[config.mk]
export PLATFORM = sky130hd
export DESIGN_NAME = white_blob_region_steering_unit
export DESIGN_NICKNAME = d
export VERILOG_FILES = /design/src/hdl/wbrs_pkg.sv /design/src/hdl/wbrs_front.sv /design/src/hdl/wbrs_queue.sv /design/src/hdl/wbrs_back.sv /design/src/hdl/white_blob_region_steering_unit.sv
export SDC_FILE = /design/constraint.sdc
export NUM_CORES = 1
export LEC_CHECK = 0
export ABC_AREA = 1
export BUFFER_PORTS_ARGS = -buffer_cell sky130_fd_sc_hd__clkbuf_2
export CAP_MARGIN = 20
export CORE_ASPECT_RATIO = 0.8
export CORE_MARGIN = 10
export CORE_UTILIZATION = 40
export DETAILED_ROUTE_END_ITERATION = 12
export SETUP_SLACK_MARGIN = 0.4
export SLEW_MARGIN = 10
export SYNTH_ARGS = -nofsm -noshare
export SYNTH_HDL_FRONTEND = slang
export SYNTH_HIERARCHICAL = 1
export SYNTH_SLANG_ARGS = --single-unit
[constraint.sdc]
create_clock -name clock -period 5.72 [get_ports clock]
set_clock_uncertainty 0.2 [all_clocks]
set_input_delay 0.286 -clock clock [delete_from_list [all_inputs] [get_ports clock]]
set_output_delay 0.286 -clock clock [all_outputs]
set_load 0.05 [all_outputs]
[src/hdl/wbrs_pkg.sv]
// ----------------------------------------------------------------------------
// wbrs_pkg
// Shared types and constants of the white blob region steering unit.
// ----------------------------------------------------------------------------
package wbrs_pkg;

   localparam int FRAME_WIDTH_BITS = 12;
   localparam int ROW_STRIDE_BITS  = 4;
   localparam int LIMIT_BITS       = 12;
   localparam int CSR_INDEX_BITS   = 4;
   localparam int CSR_DATA_BITS    = 12;
   localparam int PIXEL_BITS       = 24;
   localparam int QUEUE_DEPTH      = 4;
   localparam int QUEUE_PTR_BITS   = 2;
   localparam int QUEUE_CNT_BITS   = 3;

   localparam logic [7:0] WHITE_LEVEL = 8'd255;

   localparam logic [FRAME_WIDTH_BITS-1:0] FRAME_WIDTH_RESET = 12'd640;
   localparam logic [ROW_STRIDE_BITS-1:0]  ROW_STRIDE_RESET  = 4'd3;
   localparam logic [LIMIT_BITS-1:0]       LEFT_LIMIT_RESET  = 12'd213;
   localparam logic [LIMIT_BITS-1:0]       RIGHT_LIMIT_RESET = 12'd426;

   typedef enum logic [CSR_INDEX_BITS-1:0] {
      CSR_FRAME_WIDTH = 4'd0,
      CSR_ROW_STRIDE  = 4'd1,
      CSR_LEFT_LIMIT  = 4'd2,
      CSR_RIGHT_LIMIT = 4'd3
   } csr_index_type;

   typedef enum logic [1:0] {
      REGION_NONE   = 2'd0,
      REGION_LEFT   = 2'd1,
      REGION_MIDDLE = 2'd2,
      REGION_RIGHT  = 2'd3
   } region_type;

   typedef enum logic [1:0] {
      DEC_STOP    = 2'd0,
      DEC_LEFT    = 2'd1,
      DEC_RIGHT   = 2'd2,
      DEC_FORWARD = 2'd3
   } decision_type;

   typedef struct packed {
      logic [FRAME_WIDTH_BITS-1:0] frame_width;
      logic [ROW_STRIDE_BITS-1:0]  row_stride;
      logic [LIMIT_BITS-1:0]       left_limit;
      logic [LIMIT_BITS-1:0]       right_limit;
   } cfg_type;

   typedef struct packed {
      region_type region;
      logic       last;
   } q_word_type;

endpackage

[src/hdl/wbrs_front.sv]
// ----------------------------------------------------------------------------
// wbrs_front
// Tracks raster position, detects white pixels and tags those on sampled rows with their region.
// ----------------------------------------------------------------------------
module wbrs_front
   import wbrs_pkg::*;
#(
   parameter int COLUMN_BITS = 12
) (
   input  logic       clock,
   input  logic       reset,
   input  cfg_type    cfg,
   input  logic       pix_valid,
   output logic       pix_ready,
   input  logic [7:0] red,
   input  logic [7:0] green,
   input  logic [7:0] blue,
   input  logic       last,
   input  logic       q_full,
   output logic       q_push,
   output q_word_type q_word
);

   localparam int CMP_BITS = ((COLUMN_BITS > LIMIT_BITS) ? COLUMN_BITS : LIMIT_BITS) + 1;

   logic [COLUMN_BITS-1:0]     column_ff, column_in;
   logic [ROW_STRIDE_BITS-1:0] phase_ff, phase_in;
   logic [COLUMN_BITS:0]       col_plus;
   logic [ROW_STRIDE_BITS-1:0] phase_plus;
   logic [CMP_BITS-1:0]        col_ext, col_plus_ext, width_ext, left_ext, right_ext;
   logic                       white;
   logic                       wrap;

   assign pix_ready = !q_full;
   assign q_push    = pix_valid && pix_ready;

   assign white = (red == WHITE_LEVEL) && (green == WHITE_LEVEL) && (blue == WHITE_LEVEL);

   assign col_plus     = {1'b0, column_ff} + {{COLUMN_BITS{1'b0}}, 1'b1};
   assign col_ext      = CMP_BITS'(column_ff);
   assign col_plus_ext = CMP_BITS'(col_plus);
   assign width_ext    = CMP_BITS'(cfg.frame_width);
   assign left_ext     = CMP_BITS'(cfg.left_limit);
   assign right_ext    = CMP_BITS'(cfg.right_limit);
   assign wrap         = (col_plus_ext >= width_ext) || col_plus[COLUMN_BITS];
   assign phase_plus   = phase_ff + 4'd1;

   always_comb begin
      q_word.last = last;
      if (!white || (phase_ff != '0)) begin
         q_word.region = REGION_NONE;
      end else if (col_ext <= left_ext) begin
         q_word.region = REGION_LEFT;
      end else if (col_ext >= right_ext) begin
         q_word.region = REGION_RIGHT;
      end else begin
         q_word.region = REGION_MIDDLE;
      end

      column_in = column_ff;
      phase_in  = phase_ff;
      if (q_push) begin
         if (last) begin
            column_in = '0;
            phase_in  = '0;
         end else if (wrap) begin
            column_in = '0;
            phase_in  = (phase_plus >= cfg.row_stride) ? '0 : phase_plus;
         end else begin
            column_in = col_plus[COLUMN_BITS-1:0];
         end
      end
   end

   always_ff @(posedge clock) begin
      if (reset) begin
         column_ff <= '0;
         phase_ff  <= '0;
      end else begin
         column_ff <= column_in;
         phase_ff  <= phase_in;
      end
   end

endmodule

[src/hdl/wbrs_queue.sv]
// ----------------------------------------------------------------------------
// wbrs_queue
// Short FIFO of tagged pixel words between the front and the back.
// ----------------------------------------------------------------------------
module wbrs_queue
   import wbrs_pkg::*;
(
   input  logic       clock,
   input  logic       reset,
   input  logic       push,
   input  q_word_type push_word,
   output logic       full,
   input  logic       pop,
   output logic       empty,
   output q_word_type head
);

   q_word_type                mem_ff [QUEUE_DEPTH];
   logic [QUEUE_PTR_BITS-1:0] wr_ptr_ff, wr_ptr_in;
   logic [QUEUE_PTR_BITS-1:0] rd_ptr_ff, rd_ptr_in;
   logic [QUEUE_CNT_BITS-1:0] count_ff, count_in;

   assign full  = (count_ff == QUEUE_CNT_BITS'(QUEUE_DEPTH));
   assign empty = (count_ff == '0);
   assign head  = mem_ff[rd_ptr_ff];

   always_comb begin
      wr_ptr_in = push ? wr_ptr_ff + 1'b1 : wr_ptr_ff;
      rd_ptr_in = pop  ? rd_ptr_ff + 1'b1 : rd_ptr_ff;
      count_in  = count_ff;
      if (push && !pop) begin
         count_in = count_ff + 1'b1;
      end else if (pop && !push) begin
         count_in = count_ff - 1'b1;
      end
   end

   always_ff @(posedge clock) begin
      if (push) begin
         mem_ff[wr_ptr_ff] <= push_word;
      end
   end

   always_ff @(posedge clock) begin
      if (reset) begin
         wr_ptr_ff <= '0;
         rd_ptr_ff <= '0;
         count_ff  <= '0;
      end else begin
         wr_ptr_ff <= wr_ptr_in;
         rd_ptr_ff <= rd_ptr_in;
         count_ff  <= count_in;
      end
   end

endmodule

[src/hdl/wbrs_back.sv]
// ----------------------------------------------------------------------------
// wbrs_back
// Saturating region tallies, frame snapshot and steering decision output.
// ----------------------------------------------------------------------------
module wbrs_back
   import wbrs_pkg::*;
#(
   parameter int COUNT_BITS = 20
) (
   input  logic                  clock,
   input  logic                  reset,
   input  logic                  q_empty,
   input  q_word_type            q_head,
   output logic                  q_pop,
   output logic                  out_valid,
   input  logic                  out_ready,
   output decision_type          decision,
   output logic [COUNT_BITS-1:0] left_count,
   output logic [COUNT_BITS-1:0] middle_count,
   output logic [COUNT_BITS-1:0] right_count
);

   logic [COUNT_BITS-1:0] left_ff, left_in, middle_ff, middle_in, right_ff, right_in;
   logic [COUNT_BITS-1:0] left_inc, middle_inc, right_inc;
   logic                  snap_valid_ff, snap_valid_in;
   logic [COUNT_BITS-1:0] snap_left_ff, snap_middle_ff, snap_right_ff;
   logic                  out_valid_ff, out_valid_in;
   decision_type          out_dec_ff, dec_in;
   logic [COUNT_BITS-1:0] out_left_ff, out_middle_ff, out_right_ff;
   logic                  out_load;
   logic                  snap_ready;
   logic                  snap_load;

   assign out_load   = snap_valid_ff && (!out_valid_ff || out_ready);
   assign snap_ready = !snap_valid_ff || out_load;
   assign q_pop      = !q_empty && (!q_head.last || snap_ready);
   assign snap_load  = q_pop && q_head.last;

   assign out_valid    = out_valid_ff;
   assign decision     = out_dec_ff;
   assign left_count   = out_left_ff;
   assign middle_count = out_middle_ff;
   assign right_count  = out_right_ff;

   always_comb begin
      left_inc   = left_ff;
      middle_inc = middle_ff;
      right_inc  = right_ff;
      case (q_head.region)
         REGION_LEFT:   left_inc   = (left_ff == '1)   ? left_ff   : left_ff + 1'b1;
         REGION_MIDDLE: middle_inc = (middle_ff == '1) ? middle_ff : middle_ff + 1'b1;
         REGION_RIGHT:  right_inc  = (right_ff == '1)  ? right_ff  : right_ff + 1'b1;
         default: ;
      endcase

      left_in   = left_ff;
      middle_in = middle_ff;
      right_in  = right_ff;
      if (q_pop) begin
         if (q_head.last) begin
            left_in   = '0;
            middle_in = '0;
            right_in  = '0;
         end else begin
            left_in   = left_inc;
            middle_in = middle_inc;
            right_in  = right_inc;
         end
      end

      if ((snap_left_ff == '0) && (snap_middle_ff == '0) && (snap_right_ff == '0)) begin
         dec_in = DEC_STOP;
      end else if ((snap_left_ff >= snap_middle_ff) && (snap_left_ff >= snap_right_ff)) begin
         dec_in = DEC_LEFT;
      end else if (snap_right_ff >= snap_middle_ff) begin
         dec_in = DEC_RIGHT;
      end else begin
         dec_in = DEC_FORWARD;
      end

      snap_valid_in = snap_load || (snap_valid_ff && !out_load);
      out_valid_in  = out_load  || (out_valid_ff && !out_ready);
   end

   always_ff @(posedge clock) begin
      if (snap_load) begin
         snap_left_ff   <= left_inc;
         snap_middle_ff <= middle_inc;
         snap_right_ff  <= right_inc;
      end
      if (out_load) begin
         out_dec_ff    <= dec_in;
         out_left_ff   <= snap_left_ff;
         out_middle_ff <= snap_middle_ff;
         out_right_ff  <= snap_right_ff;
      end
   end

   always_ff @(posedge clock) begin
      if (reset) begin
         left_ff       <= '0;
         middle_ff     <= '0;
         right_ff      <= '0;
         snap_valid_ff <= 1'b0;
         out_valid_ff  <= 1'b0;
      end else begin
         left_ff       <= left_in;
         middle_ff     <= middle_in;
         right_ff      <= right_in;
         snap_valid_ff <= snap_valid_in;
         out_valid_ff  <= out_valid_in;
      end
   end

endmodule

[src/hdl/white_blob_region_steering_unit.sv]
// ----------------------------------------------------------------------------
// white_blob_region_steering_unit
// Counts white pixels per column region and steers toward the largest count.
// ----------------------------------------------------------------------------
// Usage:
//   req_* takes one RGB pixel word per cycle in raster order while the queue has
//   room; req_tlast marks the last pixel of a frame. Only that word produces a
//   response on rsp_*: the steering decision and the three saturating region
//   counts, after which the counts and the raster position clear.
//   csr_* writes one register per handshake: 0 frame_width, 1 row_stride,
//   2 left_limit, 3 right_limit; other indexes are dropped. Write only while
//   no frame word is in flight.
// Timing:
//   Throughput is one pixel per cycle while the queue has room. A frame-end word
//   reaches rsp_* through the queue, the snapshot register and the output register.
//   While rsp_tready is low the response holds; the front keeps taking pixels
//   until the four-entry queue fills, and the back keeps counting until a
//   second frame end finds the snapshot register occupied.
// Reset:
//   Synchronous, active high. Registers return to their defaults (640, 3, 213,
//   426), counts and position clear, and no response is pending.
// ----------------------------------------------------------------------------
module white_blob_region_steering_unit
   import wbrs_pkg::*;
#(
   parameter  int COUNT_BITS  = 20,
   parameter  int COLUMN_BITS = 12,
   localparam int RSP_BITS    = ((2 + 3 * COUNT_BITS + 7) / 8) * 8
) (
   input  logic                      clock,
   input  logic                      reset,
   input  logic                      req_tvalid,
   output logic                      req_tready,
   input  logic [PIXEL_BITS-1:0]     req_tdata,   // red, green, blue
   input  logic                      req_tlast,   // frame_end
   output logic                      rsp_tvalid,
   input  logic                      rsp_tready,
   output logic [RSP_BITS-1:0]       rsp_tdata,   // decision, left_count, middle_count, right_count
   input  logic                      csr_valid,
   output logic                      csr_ready,
   input  logic [CSR_INDEX_BITS-1:0] csr_index,
   input  logic [CSR_DATA_BITS-1:0]  csr_data
);

   cfg_type               cfg_ff, cfg_in;
   logic                  q_full, q_empty, q_push, q_pop;
   q_word_type            q_word, q_head;
   decision_type          decision;
   logic [COUNT_BITS-1:0] left_count, middle_count, right_count;

   assign csr_ready = 1'b1;

   always_comb begin
      cfg_in = cfg_ff;
      if (csr_valid) begin
         case (csr_index)
            CSR_FRAME_WIDTH: cfg_in.frame_width = csr_data[FRAME_WIDTH_BITS-1:0];
            CSR_ROW_STRIDE:  cfg_in.row_stride  = csr_data[ROW_STRIDE_BITS-1:0];
            CSR_LEFT_LIMIT:  cfg_in.left_limit  = csr_data[LIMIT_BITS-1:0];
            CSR_RIGHT_LIMIT: cfg_in.right_limit = csr_data[LIMIT_BITS-1:0];
            default: ;
         endcase
      end
   end

   always_ff @(posedge clock) begin
      if (reset) begin
         cfg_ff.frame_width <= FRAME_WIDTH_RESET;
         cfg_ff.row_stride  <= ROW_STRIDE_RESET;
         cfg_ff.left_limit  <= LEFT_LIMIT_RESET;
         cfg_ff.right_limit <= RIGHT_LIMIT_RESET;
      end else begin
         cfg_ff <= cfg_in;
      end
   end

   wbrs_front #(
      .COLUMN_BITS (COLUMN_BITS)
   ) u_front (
      .clock     (clock),
      .reset     (reset),
      .cfg       (cfg_ff),
      .pix_valid (req_tvalid),
      .pix_ready (req_tready),
      .red       (req_tdata[7:0]),
      .green     (req_tdata[15:8]),
      .blue      (req_tdata[23:16]),
      .last      (req_tlast),
      .q_full    (q_full),
      .q_push    (q_push),
      .q_word    (q_word)
   );

   wbrs_queue u_queue (
      .clock     (clock),
      .reset     (reset),
      .push      (q_push),
      .push_word (q_word),
      .full      (q_full),
      .pop       (q_pop),
      .empty     (q_empty),
      .head      (q_head)
   );

   wbrs_back #(
      .COUNT_BITS (COUNT_BITS)
   ) u_back (
      .clock        (clock),
      .reset        (reset),
      .q_empty      (q_empty),
      .q_head       (q_head),
      .q_pop        (q_pop),
      .out_valid    (rsp_tvalid),
      .out_ready    (rsp_tready),
      .decision     (decision),
      .left_count   (left_count),
      .middle_count (middle_count),
      .right_count  (right_count)
   );

   assign rsp_tdata = RSP_BITS'({right_count, middle_count, left_count, decision});

endmodule

==> results.yml <==
timing:
  slew_headroom_pct: 42.4
  final_hold_viol_count: 0
  rsz0062_at_grt: "no"
  fmax_mhz: 316
  tns_ps: 0
  maxSlewViolCount: 0
  setup_violations: 0
  worst_slew_pin_slew_ps: 863
  fin_crit_ps: 3170
  finalCritPeriodShare_pct: 55.4
global_routing:
  grt_max_degree: 63
  antenna_found_initial: 0
  grtUsageTotal_pct: 17.3
  grt_pass1_wl_um: 65900
  grt.overflow.total: 0
  first_global_vias: 12500
power_and_ir_drop:
  power.switching_mw: 3.46
  p_int_mw: 4.67
  power_density_nw_per_um2: 465
  max-vdd-ir-drop_v: 0.000379
  total_power_mw: 8.13
  static-leakage-power_nw: 7.74
  seqPwrFrac_pct: 39.2
  swShare_pct: 42.6
  combPwrFrac_pct: 36.8
  clkPwrFrac_pct: 24.0
logic_synthesis:
  ys_warn_count: 6
  synth_edf_count: 134
  synth.avg_cell_area_sq_um: 7.85
  synthCells: 1935
  syn_area_sq_um: 15200
  synth-seq-area-share_pct: 43.2
  synthDistinctLibCells: 51
  ys_ff_latch: 261
  synthArstFlopShare_pct: 0
  synth_flop_cell: "edfxtp_1"
setup_path:
  endpoint_kind: "flop"
  critPathKind: "reg -> reg"
  start_kind: "flop"
  required_ps: 5970
  cp_max_fo: 20
  arrival_ps: 3420
run_status:
  run_status: "finished clean"
cells_and_area:
  regArea_sq_um: 6570
  fin_util_pct: 46.9
  num_antenna_cells: 0
  drive_gt1_share_pct: 12.4
  finalNetCount: 2219
  final_cell_mix: "nand2_1 (476), inv_1 (306), nand3_1 (153)"
  synthToLayoutAreaGrowth_pct: 15.1
  fillerInstances: 3565
  multiInputGateArea_sq_um: 7190
  final_common_cell: "nand2_1"
die:
  die_x_um: 238
  ios: 113
  start_util_pct: 40.8
  die_h_um: 194
  num_rows: 63
  core-area_sq_um: 37300
  die-area_sq_um: 46200
drt:
  dr.pass1.iters: 5
  drc: 0
  wirelength_um: 40500
  final_antenna_net_count: 0
  vias_per_cell: 5.06
  post_drt_wl_per_cell_um: 15.8
  num_vias: 13000
  drtIter0Drc: 1188
clock_tree:
  cts-htree-levels: 1
  cts_tree: "done"
  clk_path_buf_depth: 3
  cts_sinks: 261
  cts_buffers: 30
  clk_pin_slew_ps: 60
  clk_latency_ps: 570
  root_buffer: "clkbuf_16"
job:
  maxCapViolCount: 0
place:
  place_hpwl_um: 30200
  portBuffers: 109
  gp_congestion: 0.875
hold_path:
  hold_class: "in -> reg"
[layer usage]
metal	wire length, um	part of all wire, %	global-route usage (%)	up-vias
met5	0	0	0	-
met3	2810	6.9	3.24	47
li1	-	-	-	6561
met1	19700	49	25.0	6048
met2	17300	43	26.3	345
met4	669	1.7	3.71	0
[per-stage QoR]
step | setup WS, ps | hold WS [ps] | cells | area, sq um
after CTS | 2550 | 7.96 | 2571 | 17500
after detailed placement | 2550 | 228 | 2486 | 16200
after global placement | 2700 | 242 | 2485 | 16100
after global routing | 2270 | 67.1 | 2571 | 17500
final | 2550 | 37.0 | 2571 | 17500
after floorplan | 1410 | 158 | 1936 | 15200
[cells in the mapped netlist, types with 2 or more instances]
library cell	number	area [sq um]
nand3_1	153	766
clkinv_1	2	7.51
buf_1	2	7.51
nor2_8	2	40.0
xor2_1	16	140
o21ai_2	2	17.5
inv_2	9	33.8
a21oi_1	113	566
nor2_4	4	45.0
nor4_1	12	75.1
nor3_1	16	80.1
inv_1	307	1150
o22ai_1	3	18.8
buf_4	6	45.0
nand3_2	7	70.1
nor2_1	147	552
o211ai_1	2	15.0
o21ai_0	24	120
nor2_2	24	150
conb_1	2	7.51
nand2_4	4	45.0
nand2_2	19	119
o21a_1	3	22.5
and2_1	24	150
edfxtp_1	134	4020
or2_2	11	68.8
a21o_1	7	52.6
o21bai_1	9	67.6
nand3_4	2	35.0
clkbuf_2	2	10.0
nand4_1	82	513
ha_1	112	1400
nand3b_1	6	45.0
clkbuf_1	19	71.3
xnor2_1	10	87.6
dfxtp_1	127	2540
o21ai_1	2	10.0
buf_6	3	33.8
buf_2	19	95.1
nand2_1	476	1790
[registers in the layout, summed over array words and instances (netlist names), 2 cells and up, named ones only]
register / flops
u_queue/wr_ptr_ff: 2
u_back/right_ff: 20
u_queue/count_ff: 3
u_queue/rd_ptr_ff: 2
u_back/left_ff: 20
u_back/right_count: 20
u_back/middle_ff: 20
u_back/snap_left_ff: 20
u_back/middle_count: 20
u_back/snap_right_ff: 20
u_back/decision: 2
u_back/left_count: 20
u_front/column_ff: 12
u_front/phase_ff: 4
u_back/snap_middle_ff: 20
cfg_ff: 40
u_queue/mem_ff: 12
[power by group through the flow]
| stage | combinational (mW) | clock [mW] | sequential [mW] |
|---|---|---|---|
| final | 2.99 | 1.95 | 3.19 |
| after global routing | 3.38 | 2.09 | 3.23 |
| after CTS | 3.01 | 2.00 | 3.18 |
| after detailed placement | 2.98 | 0 | 3.22 |
| after global placement | 2.89 | 0 | 3.21 |
| after floorplan | 1.83 | 0 | 3.35 |
[worst max-delay path, cell delays in order, from the launching register on]
cell and delay [ps]:
dfxtp_1 360, inv_1 70, nor3_1 160, inv_1 70, nand2_1 500, clkinv_1 580, ha_1 390, inv_1 90
fa_1 420, o21ai_0 170, nor2_1 50
[final cells by class]
| cell class | instances | area share, % |
|---|---|---|
| multi-input cells | 1304 | 41.1 |
| clock inverters | 19 | 1.04 |
| flip-flops and latches | 261 | 37.6 |
| well taps | 487 | 3.48 |
| repair buffers | 144 | 5.15 |
| inverters | 319 | 6.88 |
| clock buffers | 37 | 4.80 |
[final timing paths]
kind / start / endpoint / slack [ps] / cells after the start
worst min register to register: u_queue/rd_ptr_ff[1] / flop / 250 / 1
worst min-delay path: csr_index[3] / cfg_ff[25] / 40 / 4
worst max register to register: u_queue/count_ff[2] / u_queue/count_ff[1] / 2550 / 10
worst max-delay path: u_queue/count_ff[2] / u_queue/count_ff[1] / 2550 / 10
[repair_timing]
item	CTS	global route
buffers inserted	0	0
hold buffers	29	0
endpoints found under the hold margin	55	0
resized for setup	0	0
[logic make-up (layout without fill, tap and decap cells)]
family | after synthesis | after routing | share of synthesized area (%)
flops | 261 | 261 | 43.2
fa+ha+maj | 113 | 113 | 9.35
compound gates | 169 | 169 | 6.08
buf+inv | 371 | 519 | 9.70
xor+xnor | 26 | 26 | 1.50
other cells | 2 | 3 | 0.0494
mux | 1 | 1 | 0.0659
simple gates | 992 | 992 | 30.0
(Power assumes the default switching activity.)
